### config.mk
export PLATFORM = sky130hd
export DESIGN_NAME = pfpm_ctrl
export DESIGN_NICKNAME = d
export VERILOG_FILES = /design/src/pfpm_pkg.sv /design/src/pfpm_ctrl.sv
export SDC_FILE = /design/constraint.sdc
export NUM_CORES = 1
export LEC_CHECK = 0
export ABC_CLOCK_PERIOD_IN_PS = 1500
export BUFFER_PORTS_ARGS = -buffer_cell sky130_fd_sc_hd__buf_4
export CAP_MARGIN = 20
export CORE_MARGIN = 2
export CORE_UTILIZATION = 42
export DETAILED_ROUTE_END_ITERATION = 6
export PLACE_DENSITY = 0.77
export SLEW_MARGIN = 30
export SYNTH_ARGS = -nofsm -noshare
export SYNTH_HDL_FRONTEND = slang
export SYNTH_SLANG_ARGS = --single-unit
### constraint.sdc
create_clock -name clk -period 1.5 [get_ports clk]
set_input_delay 0.225 -clock clk [delete_from_list [all_inputs] [get_ports clk]]
set_output_delay 0.225 -clock clk [all_outputs]
set_load 0.05 [all_outputs]
### src/pfpm_pkg.sv
// Shared types and constants for the power factor phase meter.
package pfpm_pkg;

    localparam int DIV_NW = 64;
    localparam int DIV_DW = 40;
    localparam int SUM_W = 40;
    localparam logic [SUM_W-1:0] SUM_MAX = {SUM_W{1'b1}};
    localparam logic [29:0] FREQ_NUM = 30'd1000000000;
    localparam logic [15:0] FULL_TURN = 16'd36000;
    localparam logic [31:0] RAD_SCALE = 32'd187403;
    localparam logic [31:0] COS_C4 = 32'd26630;
    localparam logic [31:0] COS_C3 = 32'd1491308;
    localparam logic [31:0] COS_C2 = 32'd44739243;
    localparam logic [31:0] COS_C1 = 32'd536870912;
    localparam logic [31:0] Q30_ONE = 32'd1073741824;

    typedef enum logic [1:0] {
        REG_WINDOW  = 2'd0,
        REG_VOFFSET = 2'd1,
        REG_IOFFSET = 2'd2,
        REG_FLOOR   = 2'd3
    } cfg_reg_t;

    typedef enum logic [1:0] {
        DIV_MEAN,
        DIV_FREQ,
        DIV_PHASE,
        DIV_MOD
    } div_sel_t;

    typedef enum logic [2:0] {
        COS_RAD,
        COS_SQR,
        COS_H4,
        COS_H3,
        COS_H2,
        COS_H1,
        COS_FIN
    } cos_step_t;

    typedef struct packed {
        logic      item;
        logic      div_start;
        div_sel_t  div_sel;
        logic      mean_load;
        logic      freq_load;
        logic      phase_load;
        logic      mod_load;
        logic      cos_en;
        cos_step_t cos_step;
        logic      out_load;
    } pfpm_cmd_t;

    typedef struct packed {
        logic win_end;
        logic count_zero;
        logic mean_zero;
        logic div_done;
        logic out_free;
    } pfpm_stat_t;

endpackage

### src/pfpm_ctrl.sv
// Controller: sample intake and the window-end computation sequence.
module pfpm_ctrl
    import pfpm_pkg::*;
(
    input  logic       clk,
    input  logic       rst_n,
    input  logic       in_valid,
    output logic       in_ready,
    input  pfpm_stat_t stat,
    output pfpm_cmd_t  cmd
);

    typedef enum logic [3:0] {
        S_IDLE,
        S_CHECK,
        S_MEAN_W,
        S_FREQ,
        S_FREQ_W,
        S_PH,
        S_PH_W,
        S_MOD,
        S_MOD_W,
        S_COS,
        S_OUT
    } state_t;

    state_t    state_reg, state_next;
    cos_step_t cos_reg, cos_next;

    always_comb
    begin
        state_next = state_reg;
        cos_next = cos_reg;
        cmd = '0;
        cmd.div_sel = DIV_MEAN;
        cmd.cos_step = cos_reg;
        in_ready = (state_reg == S_IDLE);
        case (state_reg)
            S_IDLE:
            begin
                if (in_valid)
                begin
                    cmd.item = 1'b1;
                    if (stat.win_end)
                        state_next = S_CHECK;
                end
            end
            S_CHECK:
            begin
                if (stat.count_zero)
                    state_next = S_OUT;
                else
                begin
                    cmd.div_start = 1'b1;
                    cmd.div_sel = DIV_MEAN;
                    state_next = S_MEAN_W;
                end
            end
            S_MEAN_W:
            begin
                if (stat.div_done)
                begin
                    cmd.mean_load = 1'b1;
                    state_next = S_FREQ;
                end
            end
            S_FREQ:
            begin
                if (stat.mean_zero)
                begin
                    cmd.freq_load = 1'b1;
                    cos_next = COS_RAD;
                    state_next = S_COS;
                end
                else
                begin
                    cmd.div_start = 1'b1;
                    cmd.div_sel = DIV_FREQ;
                    state_next = S_FREQ_W;
                end
            end
            S_FREQ_W:
            begin
                if (stat.div_done)
                begin
                    cmd.freq_load = 1'b1;
                    state_next = S_PH;
                end
            end
            S_PH:
            begin
                cmd.div_start = 1'b1;
                cmd.div_sel = DIV_PHASE;
                state_next = S_PH_W;
            end
            S_PH_W:
            begin
                if (stat.div_done)
                begin
                    cmd.phase_load = 1'b1;
                    state_next = S_MOD;
                end
            end
            S_MOD:
            begin
                cmd.div_start = 1'b1;
                cmd.div_sel = DIV_MOD;
                state_next = S_MOD_W;
            end
            S_MOD_W:
            begin
                if (stat.div_done)
                begin
                    cmd.mod_load = 1'b1;
                    cos_next = COS_RAD;
                    state_next = S_COS;
                end
            end
            S_COS:
            begin
                cmd.cos_en = 1'b1;
                if (cos_reg == COS_FIN)
                    state_next = S_OUT;
                else
                    cos_next = cos_step_t'(cos_reg + 3'd1);
            end
            S_OUT:
            begin
                if (stat.out_free)
                begin
                    cmd.out_load = 1'b1;
                    state_next = S_IDLE;
                end
            end
            default:
                state_next = S_IDLE;
        endcase
    end

    always_ff @(posedge clk or negedge rst_n)
    begin
        if (!rst_n)
        begin
            state_reg <= S_IDLE;
            cos_reg <= COS_RAD;
        end
        else
        begin
            state_reg <= state_next;
            cos_reg <= cos_next;
        end
    end

endmodule

==> results of run 1 <==
[kinds of logic (layout without fill, tap and decap cells)]
logic type / count (synthesis) / in the layout / synth area share, %
mux: 2 / 2 / 3.455
fa+ha+maj: 2 / 2 / 4.064
compound gates: 19 / 19 / 21.75
flops: 7 / 7 / 28.46
simple gates: 34 / 34 / 33.74
buf+inv: 11 / 55 / 8.537
[report_power, final]
| part | switching, µW | internal, µW | total, µW | leakage, µW |
|---|---|---|---|---|
| Sequential | 120 | 279 | 398 | 0.0000861 |
| Combinational | 1120 | 1100 | 2220 | 0.000430 |
| Clock | 86.1 | 103 | 189 | 0.0000150 |
| Total | 1330 | 1480 | 2810 | 0.000531 |
[per-layer routing]
metal | track usage (%) | wire [µm] | vias to the layer above
met4 | 14.37 | 48 | 0
met1 | 29.17 | 971 | 369
met5 | 0 | 0 | -
met3 | 6.466 | 102 | 6
met2 | 42.46 | 1043 | 25
li1 | - | - | 363
[cell type report]
class / count / area share [%]
tap: 15 / 1.594
sequential: 7 / 15.30
clock buffer: 4 / 2.232
timing repair buffer: 46 / 38.89
inverter: 5 / 1.594
multi-input combinational: 57 / 40.38
[stage by stage]
stage	TNS, ns	cell area, µm²	utilization (%)
finish	-1.627	1177	88.27
global route	-2.222	1177	88.27
CTS	-1.373	1121	84.05
global placement	0	903.4	67.73
detailed placement	0	903.4	67.73
floorplan	-0.5203	675.6	-
[worst max-delay path, stage by stage, from the launching register on]
cell and delay [ns]:
dfrtp_1 0.41, buf_12 0.15, nor4_4 0.30, and2_4 0.20, buf_8 0.14
[final timing paths]
check / from / endpoint / slack [ns] / cells after the start
worst max-delay path: state_reg[2]$_DFFE_PN0P_ / cmd[12] / -0.20 / 4
worst min-delay path: stat[3] / state_reg[3]$_DFFE_PN0P_ / 0.26 / 3
worst max register to register: state_reg[1]$_DFFE_PN0P_ / state_reg[0]$_DFFE_PN0P_ / -0.15 / 4
worst min register to register: cos_reg[0]$_DFFE_PN0P_ / cos_reg[0]$_DFFE_PN0P_ / 0.58 / 2
max in group asynchronous: rst_n / state_reg[0]$_DFFE_PN0P_ / 1.06 / 2
min in group asynchronous: rst_n / state_reg[2]$_DFFE_PN0P_ / 0.30 / 2
[repair_timing]
item,in CTS,in global routing
hold endpoints to repair,7,0
cloned,1,0
pin swaps,6,3
hold buffers,1,0
resized for setup,25,7
setup endpoints to repair,11,15
setup buffers,9,5
[layout by cell type (no fill, tap or decap), types with 2 or more instances in the layout]
cell      count
o211ai_1      2
inv_1         5
and2_4        2
o21ai_0       5
o21a_1        2
nor2b_1       4
nor2_4        2
buf_6        14
buf_8         2
nor2_1        3
and3_1        2
ha_1          2
nand3b_1      3
and4b_1       2
dfrtp_2       4
nand2_1       4
buf_4        25
clkbuf_4      3
dfrtp_1       3
nand4_1       2
buf_12        2
==> run summary, run 1 <==
The post-layout net count was 130; the global-route wire length before repair was 3.436 mm. Fraction of the yosys area taken by sequential cells: 28.46%. The number of buffers on the longest clock path is 2. The via count of the first global-routing pass was 764; the worst-case headroom to the max-slew limit was 81.10%.

In this run the remaining antenna-violating nets after routing total 0. The average footprint of a synthesized cell was 8.208 µm²; the number of nets in the synthesized netlist was 85. Yosys printed 0 warnings.

The count of flip-flops with a built-in enable after synthesis is 0, and the worst hold slack is 0.2600 ns. The post-CTS clock slew at the launch and capture registers of the worst setup and hold paths came out at 0.06 ns. After synthesis, the share of flip-flops with an asynchronous set or reset is 100.0%. The logs give 2.166 mm for the final wirelength and 114 for the number of placed instances with taps included. Start-to-end type of the worst setup path: flip-flop to primary output. The worst min-delay path category is primary input to flip-flop. In the global route stage, overall resource usage came out at 25.46%.

The share of the clock period used by the worst path after layout was 113.1%. Across all layers, the routed design uses 763 vias. After filler insertion, the fill cell instance count of the layout stands at 64. The number of setup violations in the final report came out at 12. The worst setup path is launched from a flip-flop. The tools report the final worst slack as -0.1964 ns. The register with the most flip-flops in the layout has 4 of them. Yosys mapped the design onto 35 distinct sky130hd cell types. The height of the chip is 42.29 µm. The flip-flop and latch count after synthesis was 7; the number of hold-slack violations in the final timing report was 0.

The number of placed I/O pins was 22; the area occupied by multi-input gates was 475.5 µm². Detailed placement ended at an HPWL of 1.199 mm. The run gives 0.01099 ns as the pre-CTS setup slack. The average detailed-routed wire length per instance is 16.16 µm, and the starting utilization of the core area is 46.15%. Max-cap violations in this run came to 0. The weighted congestion reported at the end of routability-driven placement came out at 0.8030. The logs give 1 for the CTS H-tree depth and 0.5895 GHz for the peak clock frequency supported by timing. The worst setup path is captured at a primary output.

Data on the critical path is required at its endpoint by 1.27 ns. The mapped netlist covers 615.6 µm². 0 antenna diodes ended up in the layout. The count of buffers added on input and output ports is 21. Critical path arrival: 1.47 ns. In this run, the number of DRC markers left after iteration 0 of detailed routing was 20. The synthesized design devotes to its leading area cell type 28.46% of total area. The CTS buffer count was 3; the latest clock arrival within the worst-skew pair was 0.27 ns. The logs give 0 for the number of antenna violations at the first check in global routing and 0.001528 V for the worst supply voltage drop on vdd.

The primary flip-flop cell chosen by synthesis mapping was dfrtp_1. Of all nets on the critical path, the largest fanout is 7. The core area was 0.001334 mm²; the clock period minus final worst setup slack was 1.696 ns. Global routing finished with a remaining overflow of 0.

For the number of detailed-route iterations in the first pass, the log shows 4. After detailed routing, the number of remaining DRC violations is 0. After layout, the design draws a total of 2806 µW. Ranked by total cell area, the synthesized netlist is headed by dfrtp_1, nor2b_1, ha_1.

The number of pins with negative max-slew slack in the final report is 0, and the number of sinks driven by the clock tree is 7. The routed via count divided by cell count came out at 5.694. The run finished, with violations left. The commonest cells after synthesis are dfrtp_1, nor2_1, inv_1, nor2b_1, o21ai_0. The clock arrives with 0.002175 ns of skew.

Total power density per cell area: 2383 mW/mm². The top cell type by total area after synthesis was dfrtp_1. After technology mapping, the gate count stands at 75.

The final reports fail on negative setup slack. The count of non-filler cells in the finished layout came out at 134. By instance count, the leading cell after synthesis is dfrtp_1.

At the pin with the least slew margin, the transition time is 0.2814 ns. Of the cells placed in the final design, the portion with a size suffix greater than 1 is 55.46%. Entering global routing, the biggest net connects 9 pins. For this design the static power due to leakage is 0.0005308 µW. Measured along the x axis, the die boundary spans 42.29 µm. For the row count, the log shows 13. Setup repair after global routing could not meet its margin everywhere.

TritonCTS built the clock tree. CTS placed an instance of clkbuf_4 at the clock tree root. For the register cell area after layout, the log shows 180.2 µm². The die covers 0.001788 mm². Compared with the post-synthesis result, the final layout area differs by 91.26%.
Note: power is estimated with default switching activity, not from simulation.
==> run 2: changes to the inputs <==
--- a/config.mk
+++ b/config.mk
@@ -8,10 +8,14 @@
 export ABC_CLOCK_PERIOD_IN_PS = 1500
 export BUFFER_PORTS_ARGS = -buffer_cell sky130_fd_sc_hd__buf_4
 export CAP_MARGIN = 20
+export CELL_PAD_IN_SITES_DETAIL_PLACEMENT = 1
+export CELL_PAD_IN_SITES_GLOBAL_PLACEMENT = 1
 export CORE_MARGIN = 2
-export CORE_UTILIZATION = 42
+export CORE_UTILIZATION = 32
+export CTS_BUF_LIST = sky130_fd_sc_hd__clkbuf_8
 export DETAILED_ROUTE_END_ITERATION = 6
-export PLACE_DENSITY = 0.77
+export GPL_TIMING_DRIVEN = 1
+export PLACE_DENSITY = 0.81
 export SLEW_MARGIN = 30
 export SYNTH_ARGS = -nofsm -noshare
 export SYNTH_HDL_FRONTEND = slang
==> run 2 against run 1 <==
  * The run still ends with negative setup slack left
  * Critical path type unchanged
  * Final cell count rose by 8.2%
  * Largest power group unchanged
  * Sequential power increased by 5%
  * Largest cell class unchanged
  * Power increased by 8.4%
  * Global-route usage grew 0.97 points
  * Worst setup slack got worse by 0.0078 ns
==> run summary, run 2 (synthesis gave the netlist of run 1 again) <==
The multi-input combinational cells in the finished layout cover a total of 510.5 µm². Root buffer selected by CTS: clkbuf_8. The number of antenna violations at the first check in global routing came out at 0. The total power density per cell area came out at 2492 mW/mm². The run gives 0 as the number of pins with negative max-slew slack in the final report.

Total overflow reported by the global router: 0. The flip-flop count of the largest register after layout was 4; the fill cell instance count of the final layout was 186. The number of setup violations in the final report is 15, and the half-perimeter wire length after detailed placement is 1.465 mm.

The worst hold path belongs to the class primary input to flip-flop. Static timing analysis puts the maximum clock frequency at 0.5868 GHz. Data on the critical path arrives at its endpoint at 1.48 ns. Leaving out filler cells and counting taps, the final layout contains 145. The run gives 0 as the total inserted antenna cells. For this configuration, the core starts out at a cell density of 34.89%. The floorplan has 15 rows. TritonCTS built the clock tree. The checks that failed: negative setup slack. At the pin with the least slew margin, the transition time is 0.3159 ns. The post-CTS clock slew at the launch and capture registers of the worst setup and hold paths came out at 0.05 ns. The number of hold-slack violations in the final timing report is 0, and the number of sinks driven by the clock tree is 7.

TritonCTS created 3 clock buffers. The worst-case headroom to the max-slew limit came out at 78.72%. Max-cap violations in this run came to 0.

Register cell area after layout: 180.2 µm². Final worst slack: -0.2042 ns. The weighted congestion reported at the end of routability-driven placement was 0.7677; the height of the chip was 47.86 µm.

In the routed design, unresolved DRC markers number 0. For the DRC violation total after the first TritonRoute iteration, the log shows 19. Global routing consumed, over all layers together, 26.44% of the routing resources. The library cells used most frequently in the layout, excluding fill and tap cells, are buf_4, buf_6, inv_1. The later pin in the worst-skew pair is clocked with a latency of 0.23 ns. After detailed routing, the number of vias per cell comes to 5.841. The worst register-to-register path has a depth of 4. The most common library cell in the layout ignoring fill and taps is buf_4. Setup repair after global routing could not meet its margin everywhere.

Along the worst path, the maximum fanout reaches 6. Via count of the first global-routing pass: 818. In this run, placement finished with an instance count of 126. The logs give 1 for the CTS H-tree depth and 4 for the number of detailed-route iterations in the first pass. The floorplan step set the die width to 47.86 µm. The global-route wire length before repair came out at 4.084 mm. The worst setup path is captured at a primary output.

22 I/O pins were placed. The floorplan step defined a die boundary enclosing 0.002291 mm². Of the cells placed in the final design, the portion with a size suffix greater than 1 is 60.83%. The tools report the total via count after detailed routing as 847. The routed design could run at a clock period as short as 1.704 ns. The core area is 0.001764 mm², and the average detailed-routed wire length per instance is 22.66 µm.

For the critical path data required time, the log shows 1.27 ns. Start-to-end type of the worst setup path: flip-flop to primary output. During placement, the flow inserted port buffers numbering 21. For the post-layout net count, the log shows 131. The worst setup path is launched from a flip-flop. The worst path uses 113.6% of the clock period. Along the worst hold path, the cell count comes to 3. The remaining number of nets flagged by the antenna check after routing is 0, and the growth of design area from synthesis to finish is 98.17%. Measured on the finished design, the core utilization comes to 69.15%. The analysis attributes to cell leakage a power of 0.0005501 µW.

The clock arrives with 0.002781 ns of skew. The tools report the number of buffers on the longest clock path as 2. For this block, the routed nets add up to 3.285 mm of wire.

The run finished, with violations left. Across the VDD grid, the largest voltage drop is 0.001351 V. Entering global routing, the biggest net connects 12 pins.
run 2: cell count changes in the layout (fill, tap and decap cells not counted), sizes merged:
cell / delta
inv: +1
run 2: path summary, 6_finish.rpt:
kind	from	endpoint	slack [ns]
min reg2reg	cos_reg[0]$_DFFE_PN0P_	cos_reg[0]$_DFFE_PN0P_	0.67
max	state_reg[2]$_DFFE_PN0P_	cmd[9]	-0.20
max reg2reg	state_reg[2]$_DFFE_PN0P_	state_reg[0]$_DFFE_PN0P_	-0.16
min in group asynchronous	rst_n	state_reg[3]$_DFFE_PN0P_	0.37
min	stat[3]	state_reg[3]$_DFFE_PN0P_	0.33
max in group asynchronous	rst_n	cos_reg[0]$_DFFE_PN0P_	0.99
run 2: timing repair:
item	CTS	global route
endpoints found under the hold margin	7	0
pin swaps	6	8
resized for setup	28	16
hold buffers	1	0
setup endpoints to repair	12	15
buffers inserted	8	6
run 2: area by class of cell:
type	count	share of cell area (%)
Multi-Input combinational cell	57	41.85
Timing Repair Buffer	47	35.38
Sequential cell	7	14.77
Clock buffer	3	3.385
Tap cell	25	2.564
Inverter	5	1.744
Clock inverter	1	0.3077
run 2: critical path, cell delays in order (launching register included):
cell and delay (ns):
dfrtp_1 0.42, buf_4 0.15, buf_6 0.13, nor2b_4 0.05, buf_4 0.14, nor3b_4 0.17
buf_6 0.18
run 2: through the flow:
step | setup slack [ns] | setup TNS [ns] | hold WS, ns | cell area (µm²) | total power, µW
finish | -0.2042 | -1.868 | 0.3344 | 1220 | 3041
global route | -0.2292 | -2.228 | 0.3583 | 1220 | 3143
CTS | -0.1329 | -0.9689 | 0.3071 | 1110 | 2589
global placement | 0.04031 | 0 | 0.04729 | 905.9 | 1885
detailed placement | 0.004191 | 0 | 0.04747 | 905.9 | 1914
floorplan | -0.2740 | -0.5203 | -0.07059 | 675.6 | 1476
run 2: report_power, final:
group          switching, µW  leakage [µW]  internal [µW]
Combinational           1260      0.000437           1080
Clock                    108     0.0000269            180
Sequential               138     0.0000861            279
Total                   1510      0.000550           1540
run 2: routing by layer:
layer / share of wire, % / track usage [%]
met2: 51 / 45.60
met4: 1.7 / 10.81
met1: 42 / 32.95
met3: 5.7 / 3.396
met5: 0 / 0
==> run 3: changes to the inputs <==
--- a/config.mk
+++ b/config.mk
@@ -16,6 +16,7 @@
 export DETAILED_ROUTE_END_ITERATION = 6
 export GPL_TIMING_DRIVEN = 1
 export PLACE_DENSITY = 0.81
+export RECOVER_POWER = 25
 export SLEW_MARGIN = 30
 export SYNTH_ARGS = -nofsm -noshare
 export SYNTH_HDL_FRONTEND = slang
==> run 3 against run 2 <==
  * The run still ends with negative setup slack left
  * Die area is the same
  * Global-route usage is the same
  * Largest cell class unchanged
  * First-iteration DRC count did not move
  * Clock skew barely moved
  * Fmax barely moved
  * Largest power group unchanged
  * Sequential cell count unchanged
  * Final area shrank 0.31%
  * Routed wire length barely moved
==> run summary, run 3 (synthesis gave the netlist of run 1 again) <==
The final worst slack is -0.2042 ns, and the number of sinks driven by the clock tree is 7. The flip-flop count of the largest register after layout is 4, and the row count is 15. Setup slack on the worst reg-to-reg path comes out at -0.16 ns. The checks that failed: negative setup slack. Global-route wire length before repair: 4.084 mm.

The total power density per cell area was 2499 mW/mm². For the number of hold-slack violations in the final timing report, the log shows 0. The worst setup path endpoint was cmd[9]. The clock reaches the later pin of the worst-skew pair after 0.23 ns. The number of buffers on the longest clock path was 2.

The start-to-end type of the worst setup path was flip-flop to primary output. The worst setup path is launched from a flip-flop. The flow ran to the end, but the final reports show violations. The logs give 0.004191 ns for the pre-CTS setup slack and 0.7677 for the weighted congestion reported at the end of routability-driven placement. Input and output buffers added on the ports amount to 21. Of all nets on the critical path, the largest fanout is 6. The total met2 wirelength after detailed routing is 1.669 mm. Setup repair after global routing could not meet its margin everywhere.

The fraction of final layout cells with drive strength greater than 1 was 60.00%; the via count of the first global-routing pass was 818. The starting utilization of the core area came out at 34.89%. Number of antenna violations at the first check in global routing: 0.

The worst reg2reg path endpoint is state_reg[0]$_DFFE_PN0P_. Static leakage: 0.0005465 µW. Once detail routing completed, the nets flagged for antenna violations numbered 0.

In this run the vertical extent of the chip is 47.86 µm. The average detailed-routed wire length per instance works out to 22.64 µm. Number of pins with negative max-slew slack in the final report: 0. The CTS H-tree depth is 1. The number of clock buffers added by TritonCTS is 3.

The clock skew after layout was 0.002781 ns; the critical path data required time was 1.27 ns. Once layout is done, the placed cells without fillers occupy 0.001216 mm². The routed design has 3.283 mm of wire. The number of detailed-route iterations in the first pass is 4.

The hold-critical path depth came out at 3. The worst-case headroom to the max-slew limit was 67.25%. The run gives 0.5868 GHz as the peak clock frequency supported by timing. The number of placed I/O pins was 22. The routed layout has 846 vias.

After clock tree synthesis, the clock-pin slew on the worst setup and hold paths is 0.05 ns. In the finished design, the share of the clock period the worst path needs comes to 113.6%. Measured slew at the worst slew-check pin: 0.4913 ns.

The tools report the max-cap check violation count as 0. The path class of the tightest hold or removal check is primary input to flip-flop. TritonCTS built the clock tree.

The tools report the root buffer selected by CTS as clkbuf_8. The worst-case IR drop observed on VDD is 0.001351 V. The clock period minus final worst setup slack works out to 1.704 ns. The tools report the startpoint of the worst register-to-register path as state_reg[2]$_DFFE_PN0P_. The core region is 0.001764 mm². The post-placement cell area was 905.9 µm².

For the number of setup violations in the final report, the log shows 15. The overall die area was 0.002291 mm². Most common library cell in the layout ignoring fill and taps: buf_4. STA classifies the critical path endpoint as a primary output. From synthesis to final layout, the design area changed by 97.56%.

Cells fill 68.94% of the core in the end. DRC violation total after the first TritonRoute iteration: 19. The HPWL after detailed placement is 1.465 mm.

The detailed-route DRC error count is 0. Entering global routing, the biggest net connects 12 pins. Data arrives at the worst endpoint at 1.48 ns. The tools report the total routed wire length on the met1 layer as 1.370 mm. Highest metal layer used by the detailed router: met4.

The library cells used most frequently in the layout, excluding fill and tap cells, are buf_4, buf_6, inv_1. At the end of the flow, the number of nets in the layout was 131. The critical path starts at state_reg[2]$_DFFE_PN0P_. Die width: 47.86 µm. The routed via count divided by cell count is 5.834.

Measured in cells, the most critical reg-to-reg path has a length of 4. For the total overflow reported by the global router, the log shows 0. The amount of wire on met3 after detailed routing was 185 µm; the total global routing track utilization was 26.44%. The repair_antennas step left the layout with diodes totalling 0.
[run 3: changes by cell type in the layout (fill, tap and decap cells not counted), sizes merged]
cell	change
buf	-1
clkbuf	+1
[run 3: worst max-delay path: stages (launching register included)]
cell	delay (ns)
dfrtp_1	0.42
buf_4	0.15
buf_6	0.13
nor2b_4	0.05
buf_4	0.14
nor3b_4	0.17
buf_6	0.18
[run 3: per-layer routing]
metal  vias up  track usage (%)
li1        367                -
met3        10            3.396
met5         -                0
met2        52            45.60
met1       417            32.95
met4         0            10.81
[run 3: repair_timing]
item                       CTS  global route
hold endpoints to repair     7             0
gates resized for setup     28            16
pin swaps                    6             8
hold buffers                 1             0
setup endpoints to repair   12            15
buffers inserted             8             6
gates cloned                 0             0
[run 3: worst min path at each step]
| stage | slack, ns | start | end |
|---|---|---|---|
| after CTS | 0.31 | stat[3] | state_reg[3]$_DFFE_PN0P_ |
| after floorplan | -0.07 | rst_n | cos_reg[0]$_DFFE_PN0P_ |
| after detailed placement | 0.05 | rst_n | cos_reg[1]$_DFFE_PN0P_ |
| after global routing | 0.36 | stat[3] | state_reg[3]$_DFFE_PN0P_ |
| after global placement | 0.05 | rst_n | cos_reg[1]$_DFFE_PN0P_ |
| final | 0.33 | stat[3] | state_reg[3]$_DFFE_PN0P_ |
[run 3: cell type report]
cell class	instances	area [µm²]
fill	187	548.0
clock buffer	3	41.29
timing repair buffer	47	427.9
inverter	5	21.27
clock inverter	1	3.754
tap	25	31.28
sequential	7	180.2
multi-input combinational	57	510.5
[run 3: power breakdown]
group	leakage [µW]	internal (µW)	switching (µW)
combinational	0.000434	1080	1260
sequential	0.0000861	278	138
clock	0.0000269	180	108
[run 3: metrics by stage]
stage / instances / TNS, ns / total power [µW] / hold slack (ns)
after global placement: 126 / 0 / 1885 / 0.04729
final: 145 / -1.873 / 3039 / 0.3344
after CTS: 139 / -0.9689 / 2589 / 0.3071
after detailed placement: 126 / 0 / 1914 / 0.04747
after global routing: 145 / -2.228 / 3142 / 0.3583
after floorplan: 75 / -0.5203 / 1476 / -0.07059
